File: src/hw/rtl/dnsqp_pkg.sv
// Package with constants, codes and types of the DNS question parser.
`timescale 1ns / 1ps
package dnsqp_pkg;

  localparam int unsigned NameCapacityDef = 64;
  localparam int unsigned MaxPacketDef    = 512;
  localparam int unsigned HdrLen          = 12;
  localparam int unsigned OpcodeByte      = 2;
  localparam int unsigned TailBytes       = 4;
  localparam int unsigned QueueDepth      = 4;
  localparam logic [7:0]  OpcodeMask      = 8'h78;
  localparam logic [7:0]  LabelTypeMask   = 8'hC0;
  localparam logic [7:0]  DotChar         = 8'h2E;
  localparam logic [7:0]  UpperA          = 8'h41;
  localparam logic [7:0]  UpperZ          = 8'h5A;
  localparam logic [7:0]  CaseBit         = 8'h20;

  typedef enum logic [2:0] {
    PH_HEADER,
    PH_LEN,
    PH_LABEL,
    PH_TAIL,
    PH_DONE,
    PH_FAIL
  } phase_e;

  typedef enum logic [1:0] {
    ST_OK,
    ST_SHORT,
    ST_LABEL,
    ST_OPCODE
  } status_e;

  typedef enum logic {
    KIND_CHAR,
    KIND_VERDICT
  } kind_e;

  typedef struct packed {
    logic push0;
    logic push1;
  } push_t;

endpackage

File: src/hw/rtl/dnsqp_if.sv
// Handshake interfaces for the byte input and the result output channels.
`timescale 1ns / 1ps
interface dnsqp_in_if;
  logic       valid;
  logic       ready;
  logic [7:0] data_byte;
  logic       last_byte;

  modport source (output valid, output data_byte, output last_byte, input ready);
  modport sink (input valid, input data_byte, input last_byte, output ready);
endinterface

interface dnsqp_out_if #(
  parameter int unsigned NameW = 6,
  parameter int unsigned OffW  = 10
);
  logic             valid;
  logic             ready;
  logic             kind;
  logic [7:0]       domain_char;
  logic [1:0]       status;
  logic [15:0]      query_type;
  logic [15:0]      query_class;
  logic [OffW-1:0]  question_end;
  logic [NameW-1:0] name_length;
  logic             end_of_run;

  modport source (
    output valid, output kind, output domain_char, output status, output query_type,
    output query_class, output question_end, output name_length, output end_of_run,
    input ready
  );
  modport sink (
    input valid, input kind, input domain_char, input status, input query_type,
    input query_class, input question_end, input name_length, input end_of_run,
    output ready
  );
endinterface

File: src/hw/rtl/dnsqp_parse.sv
// Input register and per-byte parse state machine of the DNS question parser.
`timescale 1ns / 1ps
module dnsqp_parse #(
  parameter int unsigned NAME_CAPACITY = dnsqp_pkg::NameCapacityDef,
  parameter int unsigned MAX_PACKET    = dnsqp_pkg::MaxPacketDef,
  parameter int unsigned ResW          = 8
) (
  input  logic                clk_i,
  input  logic                rst_ni,
  dnsqp_in_if.sink            in_i,
  input  logic                room_i,
  output dnsqp_pkg::push_t    push_o,
  output logic [ResW-1:0]     data0_o,
  output logic [ResW-1:0]     data1_o
);
  import dnsqp_pkg::*;

  localparam int unsigned NameW = $clog2(NAME_CAPACITY);
  localparam int unsigned OffW  = $clog2(MAX_PACKET + 1);
  localparam logic [NameW-1:0] NameLimit = NameW'(NAME_CAPACITY - 1);
  localparam logic [OffW-1:0]  OffMax    = OffW'(MAX_PACKET);
  localparam logic [OffW-1:0]  OffOpcode = OffW'(OpcodeByte);
  localparam logic [OffW-1:0]  OffHdrEnd = OffW'(HdrLen - 1);
  localparam logic [OffW-1:0]  OffHdrLen = OffW'(HdrLen);

  logic       in_valid_q;
  logic [7:0] byte_q;
  logic       last_q;
  logic       take;

  logic [OffW-1:0]  off_q, off_d;
  phase_e           phase_q, phase_d;
  logic [5:0]       left_q, left_d;
  logic [NameW-1:0] cnt_q, cnt_d;
  logic [31:0]      word_q, word_d;
  status_e          err_q, err_d;
  logic [OffW-1:0]  end_q, end_d;

  logic       char_v;
  logic [7:0] char_c;
  logic [7:0] low_c;
  status_e    verdict_st;
  logic [ResW-1:0] char_res;
  logic [ResW-1:0] verdict_res;

  assign take       = in_valid_q && room_i;
  assign in_i.ready = !in_valid_q || take;

  always_ff @(posedge clk_i or negedge rst_ni) begin
    if (!rst_ni) begin
      in_valid_q <= 1'b0;
    end else if (in_i.ready) begin
      in_valid_q <= in_i.valid;
    end
  end

  always_ff @(posedge clk_i) begin
    if (in_i.ready && in_i.valid) begin
      byte_q <= in_i.data_byte;
      last_q <= in_i.last_byte;
    end
  end

  always_comb begin
    if (byte_q >= UpperA && byte_q <= UpperZ) begin
      low_c = byte_q | CaseBit;
    end else begin
      low_c = byte_q;
    end
  end

  always_comb begin
    off_d   = off_q;
    phase_d = phase_q;
    left_d  = left_q;
    cnt_d   = cnt_q;
    word_d  = word_q;
    err_d   = err_q;
    end_d   = end_q;
    char_v  = 1'b0;
    char_c  = 8'h00;
    if (off_q < OffMax) begin
      case (phase_q)
        PH_HEADER: begin
          if (off_q == OffOpcode && (byte_q & OpcodeMask) != 8'h00) begin
            err_d = ST_OPCODE;
          end
          if (off_q == OffHdrEnd) begin
            phase_d = (err_d != ST_OK) ? PH_FAIL : PH_LEN;
          end
        end
        PH_LEN: begin
          if (byte_q == 8'h00) begin
            phase_d = PH_TAIL;
            left_d  = 6'(TailBytes);
          end else if ((byte_q & LabelTypeMask) != 8'h00) begin
            err_d   = ST_LABEL;
            phase_d = PH_FAIL;
          end else begin
            if (cnt_q != '0 && cnt_q < NameLimit) begin
              char_v = 1'b1;
              char_c = DotChar;
              cnt_d  = cnt_q + 1'b1;
            end
            left_d  = byte_q[5:0];
            phase_d = PH_LABEL;
          end
        end
        PH_LABEL: begin
          if (cnt_q < NameLimit) begin
            char_v = 1'b1;
            char_c = low_c;
            cnt_d  = cnt_q + 1'b1;
          end
          left_d = left_q - 1'b1;
          if (left_d == '0) begin
            phase_d = PH_LEN;
          end
        end
        PH_TAIL: begin
          word_d = {word_q[23:0], byte_q};
          left_d = left_q - 1'b1;
          if (left_d == '0) begin
            phase_d = PH_DONE;
            end_d   = off_q + 1'b1;
          end
        end
        default: begin
        end
      endcase
      off_d = off_q + 1'b1;
    end

    if (off_d < OffHdrLen) begin
      verdict_st = ST_SHORT;
    end else if (err_d != ST_OK) begin
      verdict_st = err_d;
    end else if (phase_d != PH_DONE) begin
      verdict_st = ST_SHORT;
    end else begin
      verdict_st = ST_OK;
    end

    char_res = {KIND_CHAR, char_c, ST_OK, 16'h0000, 16'h0000, {OffW{1'b0}},
                {NameW{1'b0}}, 1'b0};
    if (verdict_st == ST_OK) begin
      verdict_res = {KIND_VERDICT, 8'h00, ST_OK, word_d[31:16], word_d[15:0], end_d,
                     cnt_d, 1'b1};
    end else begin
      verdict_res = {KIND_VERDICT, 8'h00, verdict_st, 16'h0000, 16'h0000, {OffW{1'b0}},
                     cnt_d, 1'b1};
    end

    if (last_q) begin
      off_d   = '0;
      phase_d = PH_HEADER;
      left_d  = '0;
      cnt_d   = '0;
      word_d  = '0;
      err_d   = ST_OK;
      end_d   = '0;
    end
  end

  assign push_o.push0 = take && (char_v || last_q);
  assign push_o.push1 = take && char_v && last_q;
  assign data0_o      = char_v ? char_res : verdict_res;
  assign data1_o      = verdict_res;

  always_ff @(posedge clk_i or negedge rst_ni) begin
    if (!rst_ni) begin
      off_q   <= '0;
      phase_q <= PH_HEADER;
      left_q  <= '0;
      cnt_q   <= '0;
      word_q  <= '0;
      err_q   <= ST_OK;
      end_q   <= '0;
    end else if (take) begin
      off_q   <= off_d;
      phase_q <= phase_d;
      left_q  <= left_d;
      cnt_q   <= cnt_d;
      word_q  <= word_d;
      err_q   <= err_d;
      end_q   <= end_d;
    end
  end

endmodule

File: src/hw/rtl/dnsqp_queue.sv
// Small result queue that takes up to two items a cycle and gives one while ready_i is high.
`timescale 1ns / 1ps
module dnsqp_queue #(
  parameter int unsigned ResW  = 8,
  parameter int unsigned Depth = dnsqp_pkg::QueueDepth
) (
  input  logic             clk_i,
  input  logic             rst_ni,
  input  dnsqp_pkg::push_t push_i,
  input  logic [ResW-1:0]  data0_i,
  input  logic [ResW-1:0]  data1_i,
  output logic             room_o,
  output logic             valid_o,
  input  logic             ready_i,
  output logic [ResW-1:0]  data_o
);
  import dnsqp_pkg::*;

  localparam int unsigned IdxW = $clog2(Depth);
  localparam int unsigned CntW = $clog2(Depth + 1);

  logic [ResW-1:0] store_q [Depth];
  logic [IdxW-1:0] wr_q, wr_d, rd_q, rd_d;
  logic [CntW-1:0] cnt_q, cnt_d;
  logic [IdxW-1:0] wr_next;
  logic            pop;

  assign valid_o = cnt_q != '0;
  assign pop     = valid_o && ready_i;
  assign room_o  = cnt_q <= CntW'(Depth - 2);
  assign data_o  = store_q[rd_q];
  assign wr_next = wr_q + 1'b1;

  always_comb begin
    wr_d  = wr_q + IdxW'(push_i.push0) + IdxW'(push_i.push1);
    rd_d  = rd_q + IdxW'(pop);
    cnt_d = cnt_q + CntW'(push_i.push0) + CntW'(push_i.push1) - CntW'(pop);
  end

  always_ff @(posedge clk_i) begin
    if (push_i.push0) begin
      store_q[wr_q] <= data0_i;
    end
    if (push_i.push1) begin
      store_q[wr_next] <= data1_i;
    end
  end

  always_ff @(posedge clk_i or negedge rst_ni) begin
    if (!rst_ni) begin
      wr_q  <= '0;
      rd_q  <= '0;
      cnt_q <= '0;
    end else begin
      wr_q  <= wr_d;
      rd_q  <= rd_d;
      cnt_q <= cnt_d;
    end
  end

endmodule

File: src/hw/rtl/dns_question_parser.sv
// Top level of the DNS question parser.
//
// The in_i channel takes one packet byte per item, with last_byte set on the
// final byte of the packet. The out_o channel gives one item per emitted name
// character (kind 0) and one verdict item (kind 1, end_of_run set) after the
// final byte. Header bytes are skipped, the opcode is checked, QNAME labels are
// lowercased and joined with dots, and QTYPE and QCLASS are returned on success.
// On a nonzero status the consumer discards the characters of that packet.
// An accepted byte passes the input register, then the result queue, before its
// first result reaches out_o. Throughput is one byte per cycle while the queue
// has room; a byte that yields both a character and the verdict puts two items
// in the queue, which drains at one item per cycle while out_o.ready is high.
// The result queue holds four items; a stalled receiver fills it and in_i.ready
// then falls until room for two items is back, with no item lost.
// Reset clears the parse state and empties the queue; the parser also returns
// to its reset state by itself after each verdict.
`timescale 1ns / 1ps
module dns_question_parser #(
  parameter int unsigned NAME_CAPACITY = dnsqp_pkg::NameCapacityDef,
  parameter int unsigned MAX_PACKET    = dnsqp_pkg::MaxPacketDef
) (
  input  logic       clk_i,
  input  logic       rst_ni,
  dnsqp_in_if.sink   in_i,
  dnsqp_out_if.source out_o
);
  import dnsqp_pkg::*;

  localparam int unsigned NameW = $clog2(NAME_CAPACITY);
  localparam int unsigned OffW  = $clog2(MAX_PACKET + 1);
  localparam int unsigned ResW  = 1 + 8 + 2 + 16 + 16 + OffW + NameW + 1;

  push_t           push;
  logic            room;
  logic [ResW-1:0] data0;
  logic [ResW-1:0] data1;
  logic [ResW-1:0] head;

  dnsqp_parse #(
    .NAME_CAPACITY(NAME_CAPACITY),
    .MAX_PACKET   (MAX_PACKET),
    .ResW         (ResW)
  ) u_parse (
    .clk_i  (clk_i),
    .rst_ni (rst_ni),
    .in_i   (in_i),
    .room_i (room),
    .push_o (push),
    .data0_o(data0),
    .data1_o(data1)
  );

  dnsqp_queue #(
    .ResW (ResW),
    .Depth(QueueDepth)
  ) u_queue (
    .clk_i  (clk_i),
    .rst_ni (rst_ni),
    .push_i (push),
    .data0_i(data0),
    .data1_i(data1),
    .room_o (room),
    .valid_o(out_o.valid),
    .ready_i(out_o.ready),
    .data_o (head)
  );

  assign {out_o.kind, out_o.domain_char, out_o.status, out_o.query_type, out_o.query_class,
          out_o.question_end, out_o.name_length, out_o.end_of_run} = head;

endmodule

File: src/flat_wrapper.sv
// flat-port wrapper written by rule: the top's interface ports become plain ports
module dns_question_parser_flat import dnsqp_pkg::*;
#(
  parameter int unsigned NAME_CAPACITY = dnsqp_pkg::NameCapacityDef,
  parameter int unsigned MAX_PACKET    = dnsqp_pkg::MaxPacketDef
)
  (clk_i, rst_ni, in_i_valid, in_i_data_byte, in_i_last_byte, in_i_ready, out_o_valid, out_o_kind, out_o_domain_char, out_o_status, out_o_query_type, out_o_query_class, out_o_question_end, out_o_name_length, out_o_end_of_run, out_o_ready);
  dnsqp_in_if in_i_i ();
  dnsqp_out_if out_o_i ();
  input  logic clk_i;
  input  logic rst_ni;
  input wire logic [$bits(in_i_i.valid)-1:0] in_i_valid;
  input wire logic [$bits(in_i_i.data_byte)-1:0] in_i_data_byte;
  input wire logic [$bits(in_i_i.last_byte)-1:0] in_i_last_byte;
  output wire logic [$bits(in_i_i.ready)-1:0] in_i_ready;
  output wire logic [$bits(out_o_i.valid)-1:0] out_o_valid;
  output wire logic [$bits(out_o_i.kind)-1:0] out_o_kind;
  output wire logic [$bits(out_o_i.domain_char)-1:0] out_o_domain_char;
  output wire logic [$bits(out_o_i.status)-1:0] out_o_status;
  output wire logic [$bits(out_o_i.query_type)-1:0] out_o_query_type;
  output wire logic [$bits(out_o_i.query_class)-1:0] out_o_query_class;
  output wire logic [$bits(out_o_i.question_end)-1:0] out_o_question_end;
  output wire logic [$bits(out_o_i.name_length)-1:0] out_o_name_length;
  output wire logic [$bits(out_o_i.end_of_run)-1:0] out_o_end_of_run;
  input wire logic [$bits(out_o_i.ready)-1:0] out_o_ready;
  assign in_i_i.valid = in_i_valid;
  assign in_i_i.data_byte = in_i_data_byte;
  assign in_i_i.last_byte = in_i_last_byte;
  assign in_i_ready = in_i_i.ready;
  assign out_o_valid = out_o_i.valid;
  assign out_o_kind = out_o_i.kind;
  assign out_o_domain_char = out_o_i.domain_char;
  assign out_o_status = out_o_i.status;
  assign out_o_query_type = out_o_i.query_type;
  assign out_o_query_class = out_o_i.query_class;
  assign out_o_question_end = out_o_i.question_end;
  assign out_o_name_length = out_o_i.name_length;
  assign out_o_end_of_run = out_o_i.end_of_run;
  assign out_o_i.ready = out_o_ready;
  dns_question_parser #(.NAME_CAPACITY(NAME_CAPACITY), .MAX_PACKET(MAX_PACKET)) u_core (.clk_i(clk_i), .rst_ni(rst_ni), .in_i(in_i_i), .out_o(out_o_i));
endmodule
File: config.mk
export PLATFORM = sky130hd
export DESIGN_NAME = dns_question_parser_flat
export DESIGN_NICKNAME = d
export VERILOG_FILES = /design/src/hw/rtl/dnsqp_pkg.sv /design/src/hw/rtl/dnsqp_if.sv /design/src/hw/rtl/dnsqp_parse.sv /design/src/hw/rtl/dnsqp_queue.sv /design/src/hw/rtl/dns_question_parser.sv /design/src/flat_wrapper.sv
export SDC_FILE = /design/constraint.sdc
export NUM_CORES = 1
export LEC_CHECK = 0
export BUFFER_PORTS_ARGS = -buffer_cell sky130_fd_sc_hd__buf_2
export CAP_MARGIN = 20
export CORE_AREA = 2 2 167 169
export CTS_CLUSTER_SIZE = 24
export DETAILED_ROUTE_END_ITERATION = 7
export DIE_AREA = 0 0 169 171
export HOLD_SLACK_MARGIN = 0.15
export PLACE_DENSITY_LB_ADDON = 0.05
export SLEW_MARGIN = 20
export SYNTH_ARGS = -nofsm -noshare
export SYNTH_HDL_FRONTEND = slang
export SYNTH_SLANG_ARGS = --single-unit
File: constraint.sdc
create_clock -name clk_i -period 9.6 [get_ports clk_i]
set_input_delay 1.92 -clock clk_i [delete_from_list [all_inputs] [get_ports clk_i]]
set_output_delay 1.92 -clock clk_i [all_outputs]
set_load 0.1 [all_outputs]
==> impl_metrics.ini <==
[outcome]
status = completed

[layout]
final_cell_mix = edfxtp_1, nand2_1, a211oi_1, nor2_1, dfrtp_1
n_fill_cell = 2121
fin_util = 0.6463
drive_gt1_frac = 0.2149
areaGrowthSynthToFinish_pct = 9.932
fin_cells = 1705
fin_nets = 1358
layout_commonest_cell = edfxtp_1
n_antenna_cell = 0

[global_route]
grt_max_degree = 85
grt_use_total = 0.2748
grt_pass1_wl_mm = 60.98
grt_overflow = 0
use_met2 = 0.4661
grt_busiest_layer = met2
grt_pass1_vias = 10741
use_met3 = 0.03771
antenna_found_initial = 1
met1_usage = 0.3712

[worst_hold_path]
holdPathEnd = u_core.u_queue.store_q[3][0]
hold_class = reg2reg
min_from = u_core.u_queue.store_q[3][0]
min_path_cells = 2

[drt]
wl_per_cell_um = 22.71
vias = 10919
antenna_left = 0
dr.pass1.iters = 5
drt_iter0_drc = 1052
routed_wl_mm = 38.73
drcViolationCount = 0
viasPerCell = 6.404

[logic_synthesis]
synthArstFlopShare = 0.2391
yosys_warnings = 0
avgSynthCellArea_um2 = 12.31
ys_seq_elements = 322
ys.flop_type = edfxtp_1
seq_area_frac_synth = 0.5555
synth_cell_types = 81
syn_area_um2 = 16060
synth-edff-count = 209
syn_inst = 1305
synth_nets = 1331

[sta]
drv_slew = 0
worst_slew_pin_slew_ns = 0.9954
rsz0062_at_grt = no
finalClockSkew_ns = 0.01517
layout_min_cycle_time_ns = 4.915
holdWs_ns = 0.4445
hold_viol = 0
maxSlewHeadroom = 0.3364
fin_crit_sh = 0.5120
fmax_mhz = 203.4
totalNegativeSetupSlack_ns = 0
timing.final.ws_setup_ns = 4.685
setup_violations = 0

[placed_design]
portBuffers = 74
dp_hpwl_mm = 22.74
place_inst = 1641
gp_congestion = 0.8044
dp_slack_ns = 5.080

[floorplanning]
fp-row-count = 61
initial_core_util = 0.5879
die-area_um2 = 28900
io_pins = 75
dieWidth_um = 169
core_um2 = 27320
die_h_um = 171

[setup_path]
rrSetupSlack_ns = 4.95
end_kind = output port
worstPathArrival_ns = 3.00
path_cells = buf_4 > mux4_2 > buf_2
ff2ff_path_depth = 8
worst-setup-path-type = reg2out
reg2reg_from = u_core.u_parse.off_q[9]
critPathLaunchType = register
critPathSlowestCell = dfrtp_2
crit_path_max_incr_delay_ns = 1.00
critical_path.n_buffers_inverters = 2
regToRegEndpoint = u_core.u_queue.store_q[3][22]
critPathMaxFanout = 32
cp_data_required_time_ns = 7.68
critPathTopFamily = flip-flops

[clock_network]
cts_hold_buf = 0
root_buffer = clkbuf_16
clk_path_buf_depth = 3
clk_pin_slew_ns = 0.06
cts_buffers = 35
cts_resized = 0
cts_setup_buffers = 0
cts_tree = yes
htreeDepth = 2
cts_sinks = 322
clock_latency_ns = 0.52

[job]
max-cap-violations = 0

[pwr]
p_leak_nw = 6.059
p_per_area_nw_per_um2 = 310.5
ir_drop_uv = 311.3
-- worst max path at each step --
stage / from / end / slack [ns] / depth (start not counted)
2_1_floorplan: u_core.u_parse.phase_q[2] / u_core.u_queue.store_q[3][10] / 3.91 / 6
5_1_grt: u_core.u_queue.rd_q[1] / out_o_end_of_run / 4.50 / 3
3_3_place_gp: u_core.u_queue.rd_q[1] / out_o_kind / 5.10 / 3
6_report: u_core.u_queue.rd_q[1] / out_o_end_of_run / 4.68 / 3
3_5_place_dp: u_core.u_parse.off_q[9] / u_core.u_queue.store_q[0][26] / 5.08 / 8
4_1_cts: u_core.u_queue.rd_q[1] / out_o_end_of_run / 4.58 / 3
-- per-layer routing --
metal	vias up	wire length [um]
met3	75	2097
met2	350	19200
met5	-	0
li1	5053	-
met1	5441	16380
met4	0	1052
-- logic make-up after synthesis --
group,Yosys count,synth area share
AOI/OAI and AO/OA,347,0.1626
xor gates and xnor gates,15,0.008179
adders and majority gates,13,0.01153
buffers and inverters,121,0.03723
DFF,322,0.5555
muxes,93,0.1040
and+or+nand+nor,394,0.1210
-- flip-flops by register name (all words and copies together), names as in the netlist, 2 cells and up --
register                flops
u_core.u_queue.store_q    236
u_core.u_queue.cnt_q        3
u_core.u_parse.end_q       10
u_core.u_parse.word_q      32
u_core.u_parse.left_q       6
u_core.u_parse.off_q       10
u_core.u_queue.wr_q         2
u_core.u_parse.phase_q      3
u_core.u_parse.cnt_q        6
u_core.u_parse.byte_q       8
u_core.u_queue.rd_q         2
u_core.u_parse.err_q        2
-- area by class of cell --
| cell class | count | area, um2 | area share |
|---|---|---|---|
| clock buffer | 50 | 992.2 | 0.05619 |
| inverter | 18 | 67.56 | 0.003826 |
| multi-input combinational | 862 | 6591 | 0.3733 |
| timing repair buffer | 93 | 515.5 | 0.02919 |
| tap | 346 | 432.9 | 0.02452 |
| clock inverter | 14 | 130.1 | 0.007369 |
| sequential | 322 | 8929 | 0.5056 |
-- through the flow --
stage | power [mW] | cell area [um2]
finish | 5.483 | 17660
global route | 5.689 | 17660
detailed placement | 4.198 | 16540
CTS | 5.514 | 17660
global placement | 4.192 | 16540
floorplan | 3.778 | 16060
-- tightest hold or removal path, stage by stage (launching register included) --
cell     delay [ns]
dfxtp_1        0.31
nand2_1        0.05
nand2_1        0.04
-- synth_stat cells, types with 11 or more instances --
cell type | number | share of area
a211oi_1 | 91 | 0.043
a211oi_2 | 39 | 0.030
a21boi_0 | 33 | 0.015
a21oi_1 | 49 | 0.015
and3_1 | 11 | 0.0043
buf_2 | 25 | 0.0078
buf_6 | 12 | 0.0084
clkbuf_1 | 53 | 0.012
dfrtp_1 | 77 | 0.12
dfxtp_1 | 36 | 0.045
edfxtp_1 | 209 | 0.39
inv_1 | 17 | 0.0040
mux2i_1 | 33 | 0.021
mux4_2 | 59 | 0.083
nand2_1 | 157 | 0.037
nor2_1 | 88 | 0.021
nor3_1 | 47 | 0.015
nor3_2 | 14 | 0.0087
o21ai_0 | 67 | 0.021
-- power breakdown --
part	total [mW]	switching [mW]	internal, mW	leakage [nW]
logic	2.32	1.80	0.511	2.24
clock network	1.32	0.542	0.777	0.543
registers	1.85	0.204	1.64	3.27
total	5.48	2.55	2.93	6.06
No activity file was read; power rests on OpenSTA's default activity.
